$ cat src/rtl/core/lep_pkg.sv
// shared types and constants of the log entry stream parser
`timescale 1ns / 1ps
`default_nettype none

package lep_pkg;

  // entry magic bytes
  localparam logic [7:0] MAGIC_0 = 8'h57;
  localparam logic [7:0] MAGIC_1 = 8'h32;

  // register reset value
  localparam logic [7:0] VERSION_RESET = 8'd1;

  // default depth of the queue between front and back
  localparam int QUEUE_DEPTH_DEFAULT = 4;

  // result kinds
  localparam logic [1:0] KIND_KEY    = 2'd0;
  localparam logic [1:0] KIND_REC    = 2'd1;
  localparam logic [1:0] KIND_STATUS = 2'd2;

  // status codes
  localparam logic [1:0] ST_OK      = 2'd0;
  localparam logic [1:0] ST_TAIL    = 2'd1;
  localparam logic [1:0] ST_CORRUPT = 2'd2;
  localparam logic [1:0] ST_CLEAN   = 2'd3;

  // parser phases
  typedef enum logic [2:0] {
    PH_MAGIC = 3'd0,
    PH_TIME  = 3'd1,
    PH_TYPE  = 3'd2,
    PH_KLEN  = 3'd3,
    PH_KEY   = 3'd4,
    PH_RLEN  = 3'd5,
    PH_REC   = 3'd6
  } phase_t;

  // one result as it travels from front to back
  typedef struct packed {
    logic [1:0]  kind;
    logic [7:0]  payload;
    logic        with_header;
    logic [1:0]  status;
    logic        last;
    logic [63:0] time_value;
    logic [7:0]  type_value;
    logic [31:0] key_len;
    logic [31:0] rec_len;
  } item_t;

endpackage

`default_nettype wire

$ cat src/rtl/core/lep_front.sv
// front part: byte acceptance, header parsing and result classification
`timescale 1ns / 1ps
`default_nettype none

module lep_front (
  input  wire logic           clk,
  input  wire logic           rst,
  input  wire logic           in_valid,
  output logic                in_ready,
  input  wire logic [7:0]     in_byte,
  input  wire logic           in_end,
  input  wire logic           cfg_valid,
  input  wire logic [7:0]     cfg_data,
  input  wire logic           q_full,
  output logic                q_push,
  output lep_pkg::item_t      q_item
);

  lep_pkg::phase_t phase, phase_next;
  logic [3:0]  idx, idx_next;
  logic        header_bad, header_bad_next;
  logic        halted, halted_next;
  logic        started, started_next;
  logic [63:0] time_value, time_value_next;
  logic [7:0]  type_value, type_value_next;
  logic [31:0] key_len, key_len_next;
  logic [31:0] rec_len, rec_len_next;
  logic [31:0] remaining, remaining_next;
  logic [7:0]  expected_version;
  logic        fire;
  logic        res_valid;
  lep_pkg::item_t res;

  assign in_ready = !q_full;
  assign fire     = in_valid && in_ready;
  assign q_push   = fire && res_valid;
  assign q_item   = res;

  // version register
  always_ff @(posedge clk) begin
    if (rst) begin
      expected_version <= lep_pkg::VERSION_RESET;
    end else if (cfg_valid) begin
      expected_version <= cfg_data;
    end
  end

  // parser state
  always_ff @(posedge clk) begin
    if (rst) begin
      phase      <= lep_pkg::PH_MAGIC;
      idx        <= '0;
      header_bad <= 1'b0;
      halted     <= 1'b0;
      started    <= 1'b0;
      time_value <= '0;
      type_value <= '0;
      key_len    <= '0;
      rec_len    <= '0;
      remaining  <= '0;
    end else if (fire) begin
      phase      <= phase_next;
      idx        <= idx_next;
      header_bad <= header_bad_next;
      halted     <= halted_next;
      started    <= started_next;
      time_value <= time_value_next;
      type_value <= type_value_next;
      key_len    <= key_len_next;
      rec_len    <= rec_len_next;
      remaining  <= remaining_next;
    end
  end

  // next state and result for the byte on the input
  always_comb begin
    phase_next      = phase;
    idx_next        = idx;
    header_bad_next = header_bad;
    halted_next     = halted;
    started_next    = started;
    time_value_next = time_value;
    type_value_next = type_value;
    key_len_next    = key_len;
    rec_len_next    = rec_len;
    remaining_next  = remaining;
    res_valid       = 1'b0;
    res.kind        = lep_pkg::KIND_STATUS;
    res.payload     = 8'd0;
    res.with_header = 1'b1;
    res.status      = lep_pkg::ST_OK;
    res.last        = 1'b0;
    res.time_value  = time_value;
    res.type_value  = type_value;
    res.key_len     = key_len;
    res.rec_len     = rec_len;

    if (halted) begin
      // stream is dead until reset
    end else if (in_end) begin
      // end marker drops any partial entry
      res_valid       = 1'b1;
      res.with_header = 1'b0;
      res.status      = started ? lep_pkg::ST_TAIL : lep_pkg::ST_CLEAN;
      res.last        = 1'b1;
      phase_next      = lep_pkg::PH_MAGIC;
      idx_next        = '0;
      header_bad_next = 1'b0;
      started_next    = 1'b0;
    end else begin
      started_next = 1'b1;
      case (phase)
        lep_pkg::PH_MAGIC: begin
          if (idx == 4'd0) begin
            header_bad_next = (in_byte != lep_pkg::MAGIC_0);
            idx_next        = 4'd1;
          end else if (idx == 4'd1) begin
            header_bad_next = header_bad || (in_byte != lep_pkg::MAGIC_1);
            idx_next        = 4'd2;
          end else if (header_bad || (in_byte != expected_version)) begin
            res_valid       = 1'b1;
            res.with_header = 1'b0;
            res.status      = lep_pkg::ST_CORRUPT;
            res.last        = 1'b1;
            halted_next     = 1'b1;
          end else begin
            phase_next      = lep_pkg::PH_TIME;
            idx_next        = '0;
            time_value_next = '0;
          end
        end
        lep_pkg::PH_TIME: begin
          time_value_next[{idx[2:0], 3'b000} +: 8] = in_byte;
          if (idx[2:0] == 3'd7) begin
            phase_next = lep_pkg::PH_TYPE;
            idx_next   = '0;
          end else begin
            idx_next = idx + 4'd1;
          end
        end
        lep_pkg::PH_TYPE: begin
          type_value_next = in_byte;
          phase_next      = lep_pkg::PH_KLEN;
          idx_next        = '0;
          key_len_next    = '0;
          rec_len_next    = '0;
        end
        lep_pkg::PH_KLEN: begin
          key_len_next[{idx[1:0], 3'b000} +: 8] = in_byte;
          if (idx[1:0] == 2'd3) begin
            remaining_next = key_len_next;
            phase_next     = (key_len_next != 32'd0) ? lep_pkg::PH_KEY : lep_pkg::PH_RLEN;
            idx_next       = '0;
          end else begin
            idx_next = idx + 4'd1;
          end
        end
        lep_pkg::PH_KEY: begin
          res_valid      = 1'b1;
          res.kind       = lep_pkg::KIND_KEY;
          res.payload    = in_byte;
          remaining_next = remaining - 32'd1;
          if (remaining == 32'd1) begin
            phase_next = lep_pkg::PH_RLEN;
            idx_next   = '0;
          end
        end
        lep_pkg::PH_RLEN: begin
          rec_len_next[{idx[1:0], 3'b000} +: 8] = in_byte;
          if (idx[1:0] == 2'd3) begin
            idx_next = '0;
            if (rec_len_next == 32'd0) begin
              // empty record closes the entry at once
              res_valid       = 1'b1;
              res.last        = 1'b1;
              res.rec_len     = rec_len_next;
              phase_next      = lep_pkg::PH_MAGIC;
              header_bad_next = 1'b0;
              started_next    = 1'b0;
            end else begin
              remaining_next = rec_len_next;
              phase_next     = lep_pkg::PH_REC;
            end
          end else begin
            idx_next = idx + 4'd1;
          end
        end
        lep_pkg::PH_REC: begin
          res_valid      = 1'b1;
          res.kind       = lep_pkg::KIND_REC;
          res.payload    = in_byte;
          remaining_next = remaining - 32'd1;
          if (remaining == 32'd1) begin
            res.last        = 1'b1;
            phase_next      = lep_pkg::PH_MAGIC;
            idx_next        = '0;
            header_bad_next = 1'b0;
            started_next    = 1'b0;
          end
        end
        default: begin
          phase_next      = lep_pkg::PH_MAGIC;
          idx_next        = '0;
          header_bad_next = 1'b0;
          started_next    = 1'b0;
        end
      endcase
    end
  end

endmodule

`default_nettype wire

$ cat src/rtl/core/lep_queue.sv
// short result queue between front and back
`timescale 1ns / 1ps
`default_nettype none

module lep_queue #(
  parameter int DEPTH = lep_pkg::QUEUE_DEPTH_DEFAULT
) (
  input  wire logic           clk,
  input  wire logic           rst,
  input  wire logic           push,
  input  wire lep_pkg::item_t push_item,
  output logic                full,
  input  wire logic           pop,
  output logic                not_empty,
  output lep_pkg::item_t      head
);

  localparam int PTR_W = (DEPTH > 1) ? $clog2(DEPTH) : 1;
  localparam int CNT_W = $clog2(DEPTH + 1);

  lep_pkg::item_t store [DEPTH];
  logic [PTR_W-1:0] wr_ptr, rd_ptr;
  logic [CNT_W-1:0] count;
  logic do_push, do_pop;

  assign full      = (count == CNT_W'(DEPTH));
  assign not_empty = (count != '0);
  assign do_push   = push && !full;
  assign do_pop    = pop && not_empty;
  assign head      = store[rd_ptr];

  // entry storage
  always_ff @(posedge clk) begin
    if (do_push) begin
      store[wr_ptr] <= push_item;
    end
  end

  // pointers and fill count
  always_ff @(posedge clk) begin
    if (rst) begin
      wr_ptr <= '0;
      rd_ptr <= '0;
      count  <= '0;
    end else begin
      if (do_push) begin
        wr_ptr <= (wr_ptr == PTR_W'(DEPTH - 1)) ? '0 : wr_ptr + PTR_W'(1);
      end
      if (do_pop) begin
        rd_ptr <= (rd_ptr == PTR_W'(DEPTH - 1)) ? '0 : rd_ptr + PTR_W'(1);
      end
      if (do_push && !do_pop) begin
        count <= count + CNT_W'(1);
      end else if (do_pop && !do_push) begin
        count <= count - CNT_W'(1);
      end
    end
  end

endmodule

`default_nettype wire

$ cat src/rtl/core/lep_back.sv
// back part: result formatting and output register
`timescale 1ns / 1ps
`default_nettype none

module lep_back (
  input  wire logic           clk,
  input  wire logic           rst,
  input  wire logic           q_not_empty,
  input  wire lep_pkg::item_t q_head,
  output logic                q_pop,
  output logic                m_tvalid,
  input  wire logic           m_tready,
  output logic [151:0]        m_tdata,
  output logic [1:0]          m_tuser,
  output logic                m_tlast
);

  logic load;

  assign load  = q_not_empty && (!m_tvalid || m_tready);
  assign q_pop = load;

  // output valid
  always_ff @(posedge clk) begin
    if (rst) begin
      m_tvalid <= 1'b0;
    end else if (load) begin
      m_tvalid <= 1'b1;
    end else if (m_tready) begin
      m_tvalid <= 1'b0;
    end
  end

  // output payload, header fields cleared for bare status results
  always_ff @(posedge clk) begin
    if (load) begin
      m_tuser <= q_head.kind;
      m_tlast <= q_head.last;
      if (q_head.with_header) begin
        m_tdata <= {6'd0, q_head.status, q_head.rec_len, q_head.key_len,
                    q_head.type_value, q_head.time_value, q_head.payload};
      end else begin
        m_tdata <= {6'd0, q_head.status, 136'd0, q_head.payload};
      end
    end
  end

endmodule

`default_nettype wire

$ cat src/rtl/core/log_entry_stream_parser.sv
// top level of the log entry stream parser
// Usage:
//   s_* carries the log stream, one byte per transfer; s_tuser set marks
//   the end of available data and the byte is then ignored.
//   m_* carries key bytes, record bytes and status-only results, each with
//   header fields (zero for end/corrupt status); m_tlast closes an entry or stream.
//   cfg_* writes the expected version byte; write only while idle (unchecked).
// Timing:
//   one byte per cycle sustained while the queue is not full; the transfer
//   edge writes the byte's result into the queue and the output register
//   takes it once it is free. header bytes give no result, except a corrupt
//   status or an empty record's closing result; a corrupt header halts the
//   parser until reset, with later bytes still taken and dropped.
// Reset:
//   rst clears the parser to the start of an entry, empties the queue,
//   drops any waiting result and sets the expected version to 1.
// Stall:
//   while m_tready is low the output holds and the queue fills; once it
//   is full s_tready drops until the receiver takes a result.
`timescale 1ns / 1ps
`default_nettype none

module log_entry_stream_parser #(
  parameter int QUEUE_DEPTH = lep_pkg::QUEUE_DEPTH_DEFAULT
) (
  input  wire logic         clk,
  input  wire logic         rst,
  input  wire logic         s_tvalid,
  output logic              s_tready,
  input  wire logic [7:0]   s_tdata,   // data_byte
  input  wire logic         s_tuser,   // end_marker
  output logic              m_tvalid,
  input  wire logic         m_tready,
  // payload_byte, timestamp, entry_type, key_length, record_length, status, zero pad
  output logic [151:0]      m_tdata,
  output logic [1:0]        m_tuser,   // result_kind
  output logic              m_tlast,
  input  wire logic         cfg_valid,
  output logic              cfg_ready,
  input  wire logic [7:0]   cfg_data   // expected_version
);

  logic           q_full, q_push, q_pop, q_not_empty;
  lep_pkg::item_t q_in, q_head;

  assign cfg_ready = 1'b1;

  // front: parse bytes
  lep_front u_front (
    .clk       (clk),
    .rst       (rst),
    .in_valid  (s_tvalid),
    .in_ready  (s_tready),
    .in_byte   (s_tdata),
    .in_end    (s_tuser),
    .cfg_valid (cfg_valid),
    .cfg_data  (cfg_data),
    .q_full    (q_full),
    .q_push    (q_push),
    .q_item    (q_in)
  );

  // queue between the two sides
  lep_queue #(
    .DEPTH (QUEUE_DEPTH)
  ) u_queue (
    .clk       (clk),
    .rst       (rst),
    .push      (q_push),
    .push_item (q_in),
    .full      (q_full),
    .pop       (q_pop),
    .not_empty (q_not_empty),
    .head      (q_head)
  );

  // back: deliver results
  lep_back u_back (
    .clk         (clk),
    .rst         (rst),
    .q_not_empty (q_not_empty),
    .q_head      (q_head),
    .q_pop       (q_pop),
    .m_tvalid    (m_tvalid),
    .m_tready    (m_tready),
    .m_tdata     (m_tdata),
    .m_tuser     (m_tuser),
    .m_tlast     (m_tlast)
  );

endmodule

`default_nettype wire
$ cat config.mk
export PLATFORM = sky130hd
export DESIGN_NAME = log_entry_stream_parser
export DESIGN_NICKNAME = d
export VERILOG_FILES = /design/src/rtl/core/lep_pkg.sv /design/src/rtl/core/lep_front.sv /design/src/rtl/core/lep_queue.sv /design/src/rtl/core/lep_back.sv /design/src/rtl/core/log_entry_stream_parser.sv
export SDC_FILE = /design/constraint.sdc
export NUM_CORES = 1
export LEC_CHECK = 0
export BUFFER_PORTS_ARGS = -buffer_cell sky130_fd_sc_hd__buf_4
export CORE_MARGIN = 5
export CORE_UTILIZATION = 40
export CTS_BUF_LIST = sky130_fd_sc_hd__clkbuf_4 sky130_fd_sc_hd__clkbuf_8
export DETAILED_ROUTE_END_ITERATION = 8
export GPL_TIMING_DRIVEN = 0
export SETUP_SLACK_MARGIN = 0.02
export SLEW_MARGIN = 20
export SYNTH_ARGS = -nofsm -noshare
export SYNTH_HDL_FRONTEND = slang
export SYNTH_SLANG_ARGS = --single-unit
$ cat constraint.sdc
create_clock -name clk -period 12.45 [get_ports clk]
set_clock_uncertainty 0.1 [all_clocks]
set_input_delay 0.6225 -clock clk [delete_from_list [all_inputs] [get_ports clk]]
set_output_delay 0.6225 -clock clk [all_outputs]
set_load 0.02 [all_outputs]
==> summary.txt <==
Worst setup path
  – CP Cell Sequence: clkbuf_1, inv_1, ha_1, clkbuf_1, and3b_1, o311a_1, a21oi_1, nand3_1, nor3_2, o21a_1, and2_4, buf_12, buf_16, buf_12
  – CP max-delay cell: dfxtp_1
  – Critical Path Max Stage Delay: 0.59 ns
  – CP arrival: 5.62 ns
  – WP data required: 12.82 ns
  – Critical path type: register to register
  – CP Capture Type: register
  – CP Launch Type: register
  – Critical-path maximum fanout: 35

Die
  – Initial core utilization: 40.4%
  – I/O Pins: 180
  – Die footprint: 0.0992 mm²
  – Row count: 111
  – Die Ht: 315 µm
  – Die width: 315 µm
  – Core Area: 0.0919 mm²

Timing
  – Setup TNS: 0 ns
  – Worst-Margin Slew: 1.18 ns
  – Unrepaired setup endpoints after global routing: false
  – Final min period: 5.25 ns
  – Setup Viol. Count Final: 0
  – Final Hold Viols: 0
  – Worst slew margin: 21.7%
  – Highest Clock Rate: 191 MHz
  – Period utilization: 42.1%
  – Slew Limit Fails: 0

Route
  – Drt via density: 5.54
  – Antenna viol nets, final: 0
  – Initial drt markers: 2113
  – Via count: 22900
  – DRC Markers: 0
  – Pre-Repair DR Iteration Count: 7
  – WL final: 106000 µm
  – Routed wire per std cell: 25.7 µm

Clocking
  – Clk buf depth: 3
  – Clk_lat worst skew: 0.85 ns
  – Clk pin slew, worst setup/hold paths: 0.07 ns
  – Hold-fix buffers, CTS: 9
  – Buffer count from post-CTS setup fixing: 0
  – TritonCTS buffer count: 154
  – Post-CTS sizing: 0
  – CTS root buf: clkbuf_8
  – H-tree Lvls: 4
  – TritonCTS Sinks: 945
  – CTS tree: done

Global routing
  – Initial antenna violation count: 8
  – GR Util All Layers: 21.2%
  – First-pass GRT wire length: 155000 µm
  – Vias in the first global route: 23000
  – Total gr overflow: 0
  – Largest net degree at the start of global routing: 44

Logic synthesis
  – Synth cell count leaders: 749 x edfxtp_1, 196 x dfxtp_1, 193 x nor2_1
  – Syn_area_per_cell: 15.6 µm²
  – Asr flop ratio synth: 0%
  – Post-synth EDFFs: 749
  – Post-synthesis compound-gate area fraction: 7.50%
  – Synth top area cells: edfxtp_1 60%, dfxtp_1 11%, mux4_2 9.0%
  – Register area share after synthesis: 71.0%
  – Synth Area in Simple Gates: 8.71%
  – Ys flop type: edfxtp_1
  – Area of the mapped netlist: 0.0372 mm²
  – Largest family of logic cells by synthesized area: multiplexers
  – Mapped Cells: 2388
  – Post-Synth Adder-Cell Area: 0.626%
  – Top-area cell type share of the netlist area: 60.5%
  – Yosys cell types: 74
  – Multiplexer area fraction after synthesis: 9.79%
  – Most frequent cell after synthesis: edfxtp_1
  – Post-Synth XOR/XNOR Area: 0.306%
  – Syn. warnings: 0
  – Post-synth top area cell: edfxtp_1
  – #FFs+latches synth: 945

Power and ir drop
  – Leak pwr: 15.2 nW
  – Cell area power density: 211 mW/mm²
  – Peak VDD IR: 0.149 mV

Finish
  – Filler cells: 7940
  – Area Overhead vs Synth: 18.3%
  – Final std cells w/o fill: 4123
  – Final Net Count: 2789
  – Share of cells above drive strength 1: 22.7%

Placed design
  – Placed instance count: 3827
  – IO buf count: 166
  – GPL Wtd Cong: 1.01
  – Placed wire-length estimate: 73700 µm

Outcome
  – Status: finished clean

Worst hold path
  – Min-Delay Path Class: primary input to register

Job
  – Max-cap viol count: 0
## critical path, delay by kind of cell (launching register included)
kind / cells / cell delay [ns]
buffers and inverters: 6 / 1.73
and+or+nand+nor: 4 / 1.17
AOI/OAI and AO/OA: 3 / 0.78
DFF: 1 / 0.59
adders and majority gates: 1 / 0.41
## final cells by class
type                    count  area, µm²  share of cell area (%)
flip-flops and latches    945      26400                    60.0
plain buffers             152        628                    1.43
clock buffers             232       2820                    6.40
repair buffers            200       1940                    4.40
multi-input cells        1262      10100                    22.9
diodes                      4       10.0                  0.0227
well taps                1243       1560                    3.53
inverters                  34        128                   0.290
clock inverters            51        423                   0.961
## cell families (layout without fill, tap and decap cells)
logic type	count (synthesis)	in the layout
multiplexers	177	177
XOR/XNOR	13	13
flip-flops	945	945
other	2	11
adder cells (fa/ha/maj)	18	18
AND/OR/NAND/NOR	629	629
buffers and inverters	186	669
AO/OA/AOI/OAI	418	418
## final timing paths
check,endpoint,slack (ns),start,cells after the start
hold reg to reg,u_front.remaining[27],0.39,u_front.remaining[27],2
setup reg to reg,u_queue.store[1][20],7.20,u_front.idx[0],14
setup / recovery,u_queue.store[1][20],7.20,u_front.idx[0],14
hold / removal,u_front.halted,0.12,s_tvalid,5
## metal layers
metal / share of wire (%) / up-vias / global-route usage [%]
li1: - / 10000 / -
met1: 44 / 11600 / 30.1
met2: 45 / 972 / 32.1
met3: 7.5 / 215 / 5.00
met4: 3.5 / 4 / 8.21
met5: 0.025 / - / 0
## flip-flops by register name, indices dropped and copies added (netlist names), 2 cells and up, named ones only
| register | count |
|---|---|
| u_front.time_value | 64 |
| u_front.rec_len | 32 |
| u_queue.store | 600 |
| u_front.remaining | 32 |
| u_queue.rd_ptr | 2 |
| u_front.expected_version | 8 |
| u_back.m_tuser | 2 |
| u_queue.count | 3 |
| u_front.phase | 3 |
| u_front.type_value | 8 |
| u_back.m_tdata | 146 |
| u_front.key_len | 32 |
| u_queue.wr_ptr | 2 |
| u_front.idx | 4 |
## stage by stage
step           utilization [%]  area [µm²]  power [W]  hold WS [ns]  worst slack (ns)
3_3_place_gp              43.5       40000    0.00663         0.368             -3.37
5_1_grt                   47.9       44000    0.00976         0.125              6.98
2_1_floorplan                -       37200    0.00567         0.352              2.37
6_report                  47.9       44000    0.00931         0.121              7.20
4_1_cts                   47.9       44000    0.00945        0.0447              7.35
3_5_place_dp              44.2       40700    0.00666         0.379              7.43
## report_power, final
part,switching (W),total [W],internal [W]
sequential,0.000111,0.00403,0.00392
combinational,0.00145,0.00250,0.00105
clock,0.00125,0.00277,0.00153
## cells in the final DEF (no fill, tap or decap), types with 69 or more instances in the layout
master / count
o21ai_0: 83
dfxtp_1: 196
nor2_1: 191
mux4_2: 149
edfxtp_1: 749
nor2b_1: 180
nand2_1: 88
a21oi_1: 108
clkbuf_8: 172
clkbuf_1: 95
a22o_1: 69
buf_4: 177
Power figures use the tool's default switching activity.
